### src/hdl/plm_pkg.sv
package plm_pkg;

    localparam int MAX_CHANNELS_DEF = 8;

    localparam int SAMPLE_W  = 16;
    localparam int CHAN_W    = 3;
    localparam int LEVEL_W   = 12;
    localparam int LOG_W     = 20;   // 4-bit exponent, 16-bit fraction
    localparam int CFG_W     = 4;
    localparam int CFG_IDX_W = 1;

    // 20*log10(2)*16 in Q16: 1/16 dB per octave
    localparam logic [22:0] DB_PER_OCTAVE_Q16 = 23'd6313057;

    localparam logic signed [13:0] LEVEL_FLOOR = -14'sd1600;
    localparam logic signed [13:0] LEVEL_CEIL  = 14'sd2047;

    localparam logic [SAMPLE_W-1:0] AMP_16BIT = 16'd32767;
    localparam logic [SAMPLE_W-1:0] AMP_8BIT  = 16'd127;

    localparam logic [CFG_W-1:0] CHANNEL_COUNT_RST = 4'd2;

    typedef enum logic [CFG_IDX_W-1:0] {
        REG_CHANNEL_COUNT   = 1'b0,
        REG_SAMPLE_IS_16BIT = 1'b1
    } plm_reg_idx_t;

    // Same log2 as the hardware unit; used on constants at elaboration.
    function automatic logic [LOG_W-1:0] log2_q16(input logic [SAMPLE_W-1:0] x);
        logic [31:0] m;
        logic [3:0]  e;
        logic [15:0] frac;
        e    = 4'd0;
        frac = 16'd0;
        for (int i = 0; i < SAMPLE_W; i++) begin
            if (x[i]) e = 4'(i);
        end
        m = 32'(x) << (4'd15 - e);
        for (int i = 0; i < 16; i++) begin
            m    = (m * m) >> 15;
            frac = {frac[14:0], (m >= 32'd65536)};
            if (m >= 32'd65536) m = m >> 1;
        end
        return {e, frac};
    endfunction

    localparam logic [LOG_W-1:0] LOG_AMP_16BIT = log2_q16(AMP_16BIT);
    localparam logic [LOG_W-1:0] LOG_AMP_8BIT  = log2_q16(AMP_8BIT);

endpackage

### src/hdl/plm_peak_mem.sv
module plm_peak_mem #(
    parameter int DEPTH = plm_pkg::MAX_CHANNELS_DEF,
    parameter int AW    = (DEPTH > 1) ? $clog2(DEPTH) : 1
) (
    input  logic                          aclk,
    input  logic                          aresetn,
    input  logic                          rd_en,
    input  logic [AW-1:0]                 rd_addr,
    output logic [plm_pkg::SAMPLE_W-1:0]  rd_data,
    input  logic                          wr_en,
    input  logic [AW-1:0]                 wr_addr,
    input  logic [plm_pkg::SAMPLE_W-1:0]  wr_data,
    input  logic                          clr
);
    import plm_pkg::*;

    logic [SAMPLE_W-1:0] mem [DEPTH];
    logic [DEPTH-1:0]    valid_reg;
    logic [SAMPLE_W-1:0] rd_data_reg;
    logic                rd_valid_reg;

    always_ff @(posedge aclk) begin
        if (wr_en) mem[wr_addr] <= wr_data;
        if (rd_en) rd_data_reg <= mem[rd_addr];
    end

    // entries that were never written since the last clear read as zero
    always_ff @(posedge aclk) begin
        if (!aresetn) begin
            valid_reg    <= '0;
            rd_valid_reg <= 1'b0;
        end else begin
            if (rd_en) rd_valid_reg <= valid_reg[rd_addr];
            if (clr) begin
                valid_reg <= '0;
            end else if (wr_en) begin
                valid_reg[wr_addr] <= 1'b1;
            end
        end
    end

    assign rd_data = rd_valid_reg ? rd_data_reg : '0;

endmodule

### src/hdl/plm_log2.sv
module plm_log2 (
    input  logic                         aclk,
    input  logic                         aresetn,
    input  logic                         start,
    input  logic [plm_pkg::SAMPLE_W-1:0] x,
    output logic                         done,
    output logic [plm_pkg::LOG_W-1:0]    result
);
    import plm_pkg::*;

    logic        busy_reg, busy_next;
    logic        done_reg, done_next;
    logic [3:0]  cnt_reg, cnt_next;
    logic [15:0] m_reg, m_next;
    logic [3:0]  e_reg, e_next;
    logic [15:0] frac_reg, frac_next;

    logic [3:0]  enc;
    logic [15:0] norm;
    logic [31:0] sq;
    logic [16:0] sq_q15;

    // top set bit
    always_comb begin
        enc = 4'd0;
        for (int i = 0; i < SAMPLE_W; i++) begin
            if (x[i]) enc = 4'(i);
        end
    end

    assign norm   = x << (4'd15 - enc);
    assign sq     = 32'(m_reg) * 32'(m_reg);
    assign sq_q15 = sq[31:15];

    always_comb begin
        busy_next = busy_reg;
        done_next = 1'b0;
        cnt_next  = cnt_reg;
        m_next    = m_reg;
        e_next    = e_reg;
        frac_next = frac_reg;
        if (start) begin
            busy_next = 1'b1;
            cnt_next  = 4'd0;
            m_next    = norm;
            e_next    = enc;
            frac_next = 16'd0;
        end else if (busy_reg) begin
            // square, take the integer bit as the next fraction bit, renormalize
            frac_next = {frac_reg[14:0], sq_q15[16]};
            m_next    = sq_q15[16] ? sq_q15[16:1] : sq_q15[15:0];
            cnt_next  = cnt_reg + 4'd1;
            if (cnt_reg == 4'd15) begin
                busy_next = 1'b0;
                done_next = 1'b1;
            end
        end
    end

    always_ff @(posedge aclk) begin
        if (!aresetn) begin
            busy_reg <= 1'b0;
            done_reg <= 1'b0;
            cnt_reg  <= 4'd0;
        end else begin
            busy_reg <= busy_next;
            done_reg <= done_next;
            cnt_reg  <= cnt_next;
        end
    end

    always_ff @(posedge aclk) begin
        m_reg    <= m_next;
        e_reg    <= e_next;
        frac_reg <= frac_next;
    end

    assign done   = done_reg;
    assign result = {e_reg, frac_reg};

endmodule

### src/hdl/per_channel_peak_level_meter_unit.sv
// Per-channel peak level meter. Interleaved samples enter on the s_ stream, the
// channel rotating from 0 up to the count minus one; each channel keeps the largest
// signed sample seen (8-bit mode: low byte, unsigned). On an item with s_tlast set
// the block first folds that sample in, then emits one item per channel, channel 0
// first, with the level 20*log10(peak/full_scale) in signed 1/16 dB (-1600 floor,
// silent set for a zero peak) and m_tlast on the highest channel; then it clears
// the peaks and the channel pointer. Peaks live in a one-port-read, registered
// memory: each sample is read, then compared and written back. In the level pass
// each channel's peak is read and checked; a silent channel goes straight to the
// output, others first through the bit-serial log2 unit, which squares once per
// fraction bit (16 iterations), and a multiply. No items are taken in the pass.
// Write configuration only while the block is idle.
module per_channel_peak_level_meter_unit #(
    parameter int MAX_CHANNELS = plm_pkg::MAX_CHANNELS_DEF
) (
    input  logic                          aclk,
    input  logic                          aresetn,
    // configuration write port
    input  logic                          cfg_wr_en,
    input  logic [plm_pkg::CFG_IDX_W-1:0] cfg_index,
    input  logic [plm_pkg::CFG_W-1:0]     cfg_wdata,
    // sample stream
    input  logic                          s_tvalid,
    output logic                          s_tready,
    input  logic [15:0]                   s_tdata,   // [15:0] sample
    input  logic                          s_tlast,   // last_sample
    // level stream
    output logic                          m_tvalid,
    input  logic                          m_tready,
    output logic [15:0]                   m_tdata,   // [2:0] channel, [14:3] level_db, [15] zero
    output logic [0:0]                    m_tuser,   // [0] silent
    output logic                          m_tlast    // last_level
);
    import plm_pkg::*;

    localparam int CH_W = (MAX_CHANNELS > 1) ? $clog2(MAX_CHANNELS) : 1;
    localparam int N_W  = $clog2(MAX_CHANNELS + 1);

    typedef enum logic [6:0] {
        ST_IDLE    = 7'b0000001,
        ST_UPD     = 7'b0000010,
        ST_EM_RD   = 7'b0000100,
        ST_EM_PEAK = 7'b0001000,
        ST_EM_LOG  = 7'b0010000,
        ST_EM_MUL  = 7'b0100000,
        ST_EM_OUT  = 7'b1000000
    } state_t;

    state_t state_reg, state_next;

    logic [CFG_W-1:0]    count_reg;
    logic                is16_reg;
    logic [CH_W-1:0]     ptr_reg, ptr_next;
    logic [CH_W-1:0]     ch_reg, ch_next;
    logic [CH_W-1:0]     k_reg, k_next;
    logic [SAMPLE_W-1:0] sample_reg, sample_next;
    logic                last_reg, last_next;
    logic                quiet_reg, quiet_next;
    logic                neg_reg, neg_next;
    logic [LOG_W-1:0]    mag_reg, mag_next;
    logic [43:0]         prod_reg, prod_next;

    logic                m_valid_reg, m_valid_next;
    logic [CHAN_W-1:0]   m_chan_reg, m_chan_next;
    logic [LEVEL_W-1:0]  m_level_reg, m_level_next;
    logic                m_silent_reg, m_silent_next;
    logic                m_last_reg, m_last_next;

    logic [N_W-1:0]      n_eff;
    logic [CH_W-1:0]     ch_eff;
    logic                s_acc;
    logic                out_free;
    logic                k_last;

    logic                mem_rd_en;
    logic [CH_W-1:0]     mem_rd_addr;
    logic [SAMPLE_W-1:0] mem_rd_data;
    logic                mem_wr_en;
    logic                mem_clr;

    logic                log_start;
    logic                log_done;
    logic [LOG_W-1:0]    log_result;

    logic [LOG_W-1:0]    amp_log;
    logic [LOG_W:0]      diff;
    logic [43:0]         rnd;
    logic [11:0]         r_mag;
    logic signed [13:0]  lv;
    logic signed [13:0]  lv_sat;

    // configuration registers
    always_ff @(posedge aclk) begin
        if (!aresetn) begin
            count_reg <= CHANNEL_COUNT_RST;
            is16_reg  <= 1'b1;
        end else if (cfg_wr_en) begin
            case (cfg_index)
                REG_CHANNEL_COUNT:   count_reg <= cfg_wdata;
                REG_SAMPLE_IS_16BIT: is16_reg  <= cfg_wdata[0];
                default: ;
            endcase
        end
    end

    // effective channel count: zero acts as one, clamp at MAX_CHANNELS
    always_comb begin
        if (count_reg == '0) begin
            n_eff = N_W'(1);
        end else if (32'(count_reg) > MAX_CHANNELS) begin
            n_eff = N_W'(MAX_CHANNELS);
        end else begin
            n_eff = N_W'(count_reg);
        end
    end

    // a pointer left beyond a lowered count restarts at channel 0
    assign ch_eff   = (N_W'(ptr_reg) >= n_eff) ? '0 : ptr_reg;
    assign s_tready = (state_reg == ST_IDLE);
    assign s_acc    = s_tvalid && s_tready;
    assign out_free = !m_valid_reg || m_tready;
    assign k_last   = (N_W'(k_reg) + N_W'(1) == n_eff);

    assign amp_log = is16_reg ? LOG_AMP_16BIT : LOG_AMP_8BIT;
    assign diff    = {1'b0, log_result} - {1'b0, amp_log};

    // round half away from zero on the magnitude, then restore the sign
    assign rnd   = prod_reg + 44'h0_8000_0000;
    assign r_mag = rnd[43:32];
    assign lv    = neg_reg ? -$signed({2'b00, r_mag}) : $signed({2'b00, r_mag});

    always_comb begin
        if (quiet_reg || lv < LEVEL_FLOOR) begin
            lv_sat = LEVEL_FLOOR;
        end else if (lv > LEVEL_CEIL) begin
            lv_sat = LEVEL_CEIL;
        end else begin
            lv_sat = lv;
        end
    end

    always_comb begin
        state_next    = state_reg;
        ptr_next      = ptr_reg;
        ch_next       = ch_reg;
        k_next        = k_reg;
        sample_next   = sample_reg;
        last_next     = last_reg;
        quiet_next    = quiet_reg;
        neg_next      = neg_reg;
        mag_next      = mag_reg;
        prod_next     = prod_reg;
        m_valid_next  = m_valid_reg;
        m_chan_next   = m_chan_reg;
        m_level_next  = m_level_reg;
        m_silent_next = m_silent_reg;
        m_last_next   = m_last_reg;
        mem_rd_en     = 1'b0;
        mem_rd_addr   = k_reg;
        mem_wr_en     = 1'b0;
        mem_clr       = 1'b0;
        log_start     = 1'b0;

        if (m_valid_reg && m_tready) m_valid_next = 1'b0;

        case (state_reg)
            ST_IDLE: begin
                if (s_acc) begin
                    // hold the sample as a signed 16-bit value while the peak is read
                    mem_rd_en   = 1'b1;
                    mem_rd_addr = ch_eff;
                    ch_next     = ch_eff;
                    sample_next = is16_reg ? s_tdata : {8'd0, s_tdata[7:0]};
                    last_next   = s_tlast;
                    state_next  = ST_UPD;
                end
            end
            ST_UPD: begin
                mem_wr_en = ($signed(sample_reg) > $signed(mem_rd_data));
                ptr_next  = (N_W'(ch_reg) + N_W'(1) == n_eff) ? '0
                                                             : CH_W'(ch_reg + CH_W'(1));
                if (last_reg) begin
                    k_next     = '0;
                    state_next = ST_EM_RD;
                end else begin
                    state_next = ST_IDLE;
                end
            end
            ST_EM_RD: begin
                mem_rd_en  = 1'b1;
                state_next = ST_EM_PEAK;
            end
            ST_EM_PEAK: begin
                // peaks never go negative; zero means silence
                quiet_next = ($signed(mem_rd_data) <= 0);
                neg_next   = 1'b1;
                prod_next  = '0;
                if ($signed(mem_rd_data) <= 0) begin
                    state_next = ST_EM_OUT;
                end else begin
                    log_start  = 1'b1;
                    state_next = ST_EM_LOG;
                end
            end
            ST_EM_LOG: begin
                if (log_done) begin
                    neg_next   = diff[LOG_W];
                    mag_next   = diff[LOG_W] ? LOG_W'(-diff) : diff[LOG_W-1:0];
                    state_next = ST_EM_MUL;
                end
            end
            ST_EM_MUL: begin
                prod_next  = 44'(mag_reg) * 44'(DB_PER_OCTAVE_Q16);
                state_next = ST_EM_OUT;
            end
            ST_EM_OUT: begin
                if (out_free) begin
                    m_valid_next  = 1'b1;
                    m_chan_next   = CHAN_W'(k_reg);
                    m_level_next  = LEVEL_W'(lv_sat);
                    m_silent_next = quiet_reg;
                    m_last_next   = k_last;
                    if (k_last) begin
                        // drop all peaks and restart the rotation
                        mem_clr    = 1'b1;
                        ptr_next   = '0;
                        state_next = ST_IDLE;
                    end else begin
                        k_next     = CH_W'(k_reg + CH_W'(1));
                        state_next = ST_EM_RD;
                    end
                end
            end
            default: state_next = ST_IDLE;
        endcase
    end

    always_ff @(posedge aclk) begin
        if (!aresetn) begin
            state_reg   <= ST_IDLE;
            ptr_reg     <= '0;
            m_valid_reg <= 1'b0;
        end else begin
            state_reg   <= state_next;
            ptr_reg     <= ptr_next;
            m_valid_reg <= m_valid_next;
        end
    end

    always_ff @(posedge aclk) begin
        ch_reg       <= ch_next;
        k_reg        <= k_next;
        sample_reg   <= sample_next;
        last_reg     <= last_next;
        quiet_reg    <= quiet_next;
        neg_reg      <= neg_next;
        mag_reg      <= mag_next;
        prod_reg     <= prod_next;
        m_chan_reg   <= m_chan_next;
        m_level_reg  <= m_level_next;
        m_silent_reg <= m_silent_next;
        m_last_reg   <= m_last_next;
    end

    plm_peak_mem #(
        .DEPTH (MAX_CHANNELS),
        .AW    (CH_W)
    ) u_peak_mem (
        .aclk    (aclk),
        .aresetn (aresetn),
        .rd_en   (mem_rd_en),
        .rd_addr (mem_rd_addr),
        .rd_data (mem_rd_data),
        .wr_en   (mem_wr_en),
        .wr_addr (ch_reg),
        .wr_data (sample_reg),
        .clr     (mem_clr)
    );

    plm_log2 u_log2 (
        .aclk    (aclk),
        .aresetn (aresetn),
        .start   (log_start),
        .x       (mem_rd_data),
        .done    (log_done),
        .result  (log_result)
    );

    assign m_tvalid = m_valid_reg;
    assign m_tdata  = {1'b0, m_level_reg, m_chan_reg};
    assign m_tuser  = m_silent_reg;
    assign m_tlast  = m_last_reg;

endmodule

### config.mk
export PLATFORM = sky130hd
export DESIGN_NAME = per_channel_peak_level_meter_unit
export DESIGN_NICKNAME = d
export VERILOG_FILES = /design/src/hdl/plm_pkg.sv /design/src/hdl/plm_peak_mem.sv /design/src/hdl/plm_log2.sv /design/src/hdl/per_channel_peak_level_meter_unit.sv
export SDC_FILE = /design/constraint.sdc
export NUM_CORES = 1
export LEC_CHECK = 0
export BUFFER_PORTS_ARGS = -buffer_cell sky130_fd_sc_hd__buf_2
export CAP_MARGIN = 20
export CORE_MARGIN = 2
export CORE_UTILIZATION = 60
export DETAILED_ROUTE_END_ITERATION = 8
export PLACE_DENSITY = 0.88
export SYNTH_ARGS = -nofsm -noshare
export SYNTH_HDL_FRONTEND = slang
export SYNTH_SLANG_ARGS = --single-unit
### constraint.sdc
create_clock -name aclk -period 7.8 [get_ports aclk]
set_clock_uncertainty 0.15 [all_clocks]
set_input_delay 1.56 -clock aclk [delete_from_list [all_inputs] [get_ports aclk]]
set_output_delay 1.56 -clock aclk [all_outputs]
set_load 0.1 [all_outputs]
==> flow_summary.json <==
{
  "cts_buffer_depth": 3,
  "status": "complete, no violations",
  "synth_compound_area_share_pct": 7.725,
  "drt_iter0_drc": 1426,
  "grt_overflow": 0,
  "fin_area_um2": 28240,
  "h-tree-depth": 1,
  "cts_buffers": 29,
  "ys_warn_count": 0,
  "r2r-start": "u_log2.m_reg[2]$_DFFE_PP_",
  "drc": 0,
  "dieArea_um2": 45480,
  "drv_cap": 0,
  "grt_pass1_vias": 19770,
  "grtUsageTotal_pct": 26.41,
  "antenna_left": 0,
  "rows": 76,
  "synthFlopType": "edfxtp_1",
  "syn_inst": 2638,
  "cts-root-buf": "clkbuf_16",
  "timing.setup.tns_ps": 0,
  "multi_input_area_um2": 16250,
  "grt_first_pass_wirelength_um": 95590,
  "postLayoutCoreUtil_pct": 65.42,
  "syn_area_um2": 26270,
  "clk_pin_slew_worst_paths_ps": 70,
  "diodes": 0,
  "synth_top_area_cell": "edfxtp_1",
  "place_area_um2": 27100,
  "dpl.hpwl_um": 44800,
  "wl_per_cell_um": 17.77,
  "viasPerCell": 5.767,
  "pwr_density_cell_nw_per_um2": 138.1,
  "synth-adder-area-share_pct": 34.23,
  "tightestPinTransition_ps": 1079,
  "reg2reg_to": "u_log2.m_reg[12]$_DFFE_PP_",
  "synth_async_sr_flop_share_pct": 0,
  "cp.required_ps": 7960,
  "holdCritStartpoint": "u_peak_mem.valid_reg[7]$_SDFFE_PP0P_",
  "die_h_um": 213.3,
  "ys_top_cells_by_count": "428 x inv_1, 330 x ha_1, 308 x nand2_1",
  "drv_slew": 0,
  "largest_register_ffs": 128,
  "seq_area_um2": 8088,
  "firstDrtPassIters": 5,
  "tritoncts": "built",
  "syn_to_final_growth_pct": 7.496,
  "finalPower_mw": 3.900,
  "synth_mux_area_share_pct": 2.114,
  "synth_top_area_share_pct": 27.20,
  "ys_seq_area_share_pct": 30.78,
  "cp-end-kind": "register",
  "cp.arrival_ps": 7640,
  "slew_headroom_pct": 28.02,
  "die_w_um": 213.3,
  "fin_crit_ps": 7476,
  "fmax_ghz": 0.1338,
  "holdWs_ps": 322.8,
  "num_io_pins": 47,
  "cp_max_fo": 20,
  "synth-seq-cells": 285,
  "synth-simple-area-share_pct": 14.23,
  "yosys-top-cells-area": "edfxtp_1 27%, fa_1 19%, ha_1 16%",
  "setup_viol": 0,
  "place_ws_ps": 201.3,
  "synth_top_family_by_area": "adder cells",
  "final_nets": 3268,
  "fin_cells": 3275,
  "start_util_pct": 60.86,
  "placedCellCount": 3207,
  "min_path_type": "reg -> reg",
  "rrSetupSlack_ps": 320,
  "startpoint_type": "register",
  "setup_slack_ps": 323.5,
  "antenna_found_initial": 0,
  "synth.distinct_cells": 84,
  "syn_nets": 3238,
  "p_leak_nw": 13.23,
  "avgSynthCellArea_um2": 9.959,
  "critical_path_class": "reg -> reg",
  "hold-path-cell-count": 1,
  "gp_congestion": 0.9384,
  "num-fill-cells": 3245,
  "vias": 18890,
  "core_um2": 43170,
  "port_buffers": 45,
  "synth.most_common_cell": "inv_1",
  "drive_above_1_share_pct": 6.766,
  "hold_viol": 0,
  "clock_latency_ps": 590,
  "grt_max_degree": 68,
  "synth-edff-count": 238,
  "ir_drop_mv": 0.2592,
  "cts_sinks": 285,
  "drt-total-wl_um": 58200,
  "synth-xor-area-share_pct": 3.367,
  "holdPathEnd": "u_peak_mem.valid_reg[7]$_SDFFE_PP0P_",
  "r2r_cells": 21,
  "finalCritPeriodShare_pct": 95.85
}
## area by class of cell
type                            instances  area share (%)
Multi-Input combinational cell       1836           57.54
Sequential cell                       285           28.64
Inverter                              429           5.702
Clock buffer                           35           2.791
Tap cell                              585           2.592
Timing Repair Buffer                   87           1.985
Clock inverter                         18          0.7531
## how the worst max path moves through the flow
stage          slack [ps]                          to                       start
2_1_floorplan         860  u_log2.m_reg[11]$_DFFE_PP_   u_log2.m_reg[4]$_DFFE_PP_
3_3_place_gp          530  u_log2.m_reg[12]$_DFFE_PP_   u_log2.m_reg[8]$_DFFE_PP_
3_5_place_dp          200  u_log2.m_reg[12]$_DFFE_PP_   u_log2.m_reg[8]$_DFFE_PP_
4_1_cts               190  u_log2.m_reg[12]$_DFFE_PP_   u_log2.m_reg[8]$_DFFE_PP_
5_1_grt               -40  u_log2.m_reg[12]$_DFFE_PP_  u_log2.m_reg[10]$_DFFE_PP_
6_report              320  u_log2.m_reg[12]$_DFFE_PP_   u_log2.m_reg[2]$_DFFE_PP_
## critical path, stage by stage, from the launching register on
cell and delay (ps):
edfxtp_1 740, nand2_1 170, fa_1 580, inv_1 70, fa_1 510, fa_1 540
fa_1 520, fa_1 560, inv_1 60, fa_1 540, inv_1 50, ha_1 410
and2_2 280, o21ai_0 80, buf_4 170, nand4_2 140, a211oi_2 310, mux2i_2 440
nor2_4 190, or3_1 380, a21oi_1 220, o31ai_2 90
## power breakdown
group          leakage (nW)  switching, mW  total (mW)  internal, mW
logic                  10.2          0.392       0.606         0.214
clock network         0.500          0.601        1.46         0.855
registers              2.58         0.0905        1.84          1.75
## cell usage in the layout, fill, tap and decap left out, drive strengths merged, types with 5 or more instances in the layout
cell type / n
inv: 432
ha: 330
nor3b: 5
fa: 243
a21oi: 85
nor2: 149
o31ai: 7
clkbuf: 35
nor3: 27
o211ai: 9
a31oi: 14
nand2b: 15
nand3b: 8
nor2b: 28
o22ai: 8
mux2i: 51
or2: 13
nand2: 308
o2111ai: 8
a211oi: 11
edfxtp: 238
dfxtp: 47
clkinv: 11
and2: 66
or3: 12
nor4: 10
nand3: 121
o21bai: 5
o21ai: 62
o21a: 23
and3: 14
buf: 87
xnor2: 65
a21o: 24
xor2: 36
nand4: 18
## logic make-up after synthesis
logic type,after synthesis
DFF,285
other,1
muxes,55
AOI/OAI and AO/OA,305
buffers and inverters,517
adders and majority gates,573
xor gates and xnor gates,101
and+or+nand+nor,801
## what timing repair did
item                       in CTS  in global routing
setup endpoints to repair       0                 14
resized for setup               0                  2
setup buffers                   0                 14
hold buffers                    0                  0
## per-layer routing
metal,vias up,wire (um),global-route usage (%)
met5,-,0,0
met4,0,1654,8.788
met3,141,3390,2.912
met2,638,30250,48.12
met1,9256,22900,32.68
li1,8853,-,-
(Power assumes the default switching activity.)
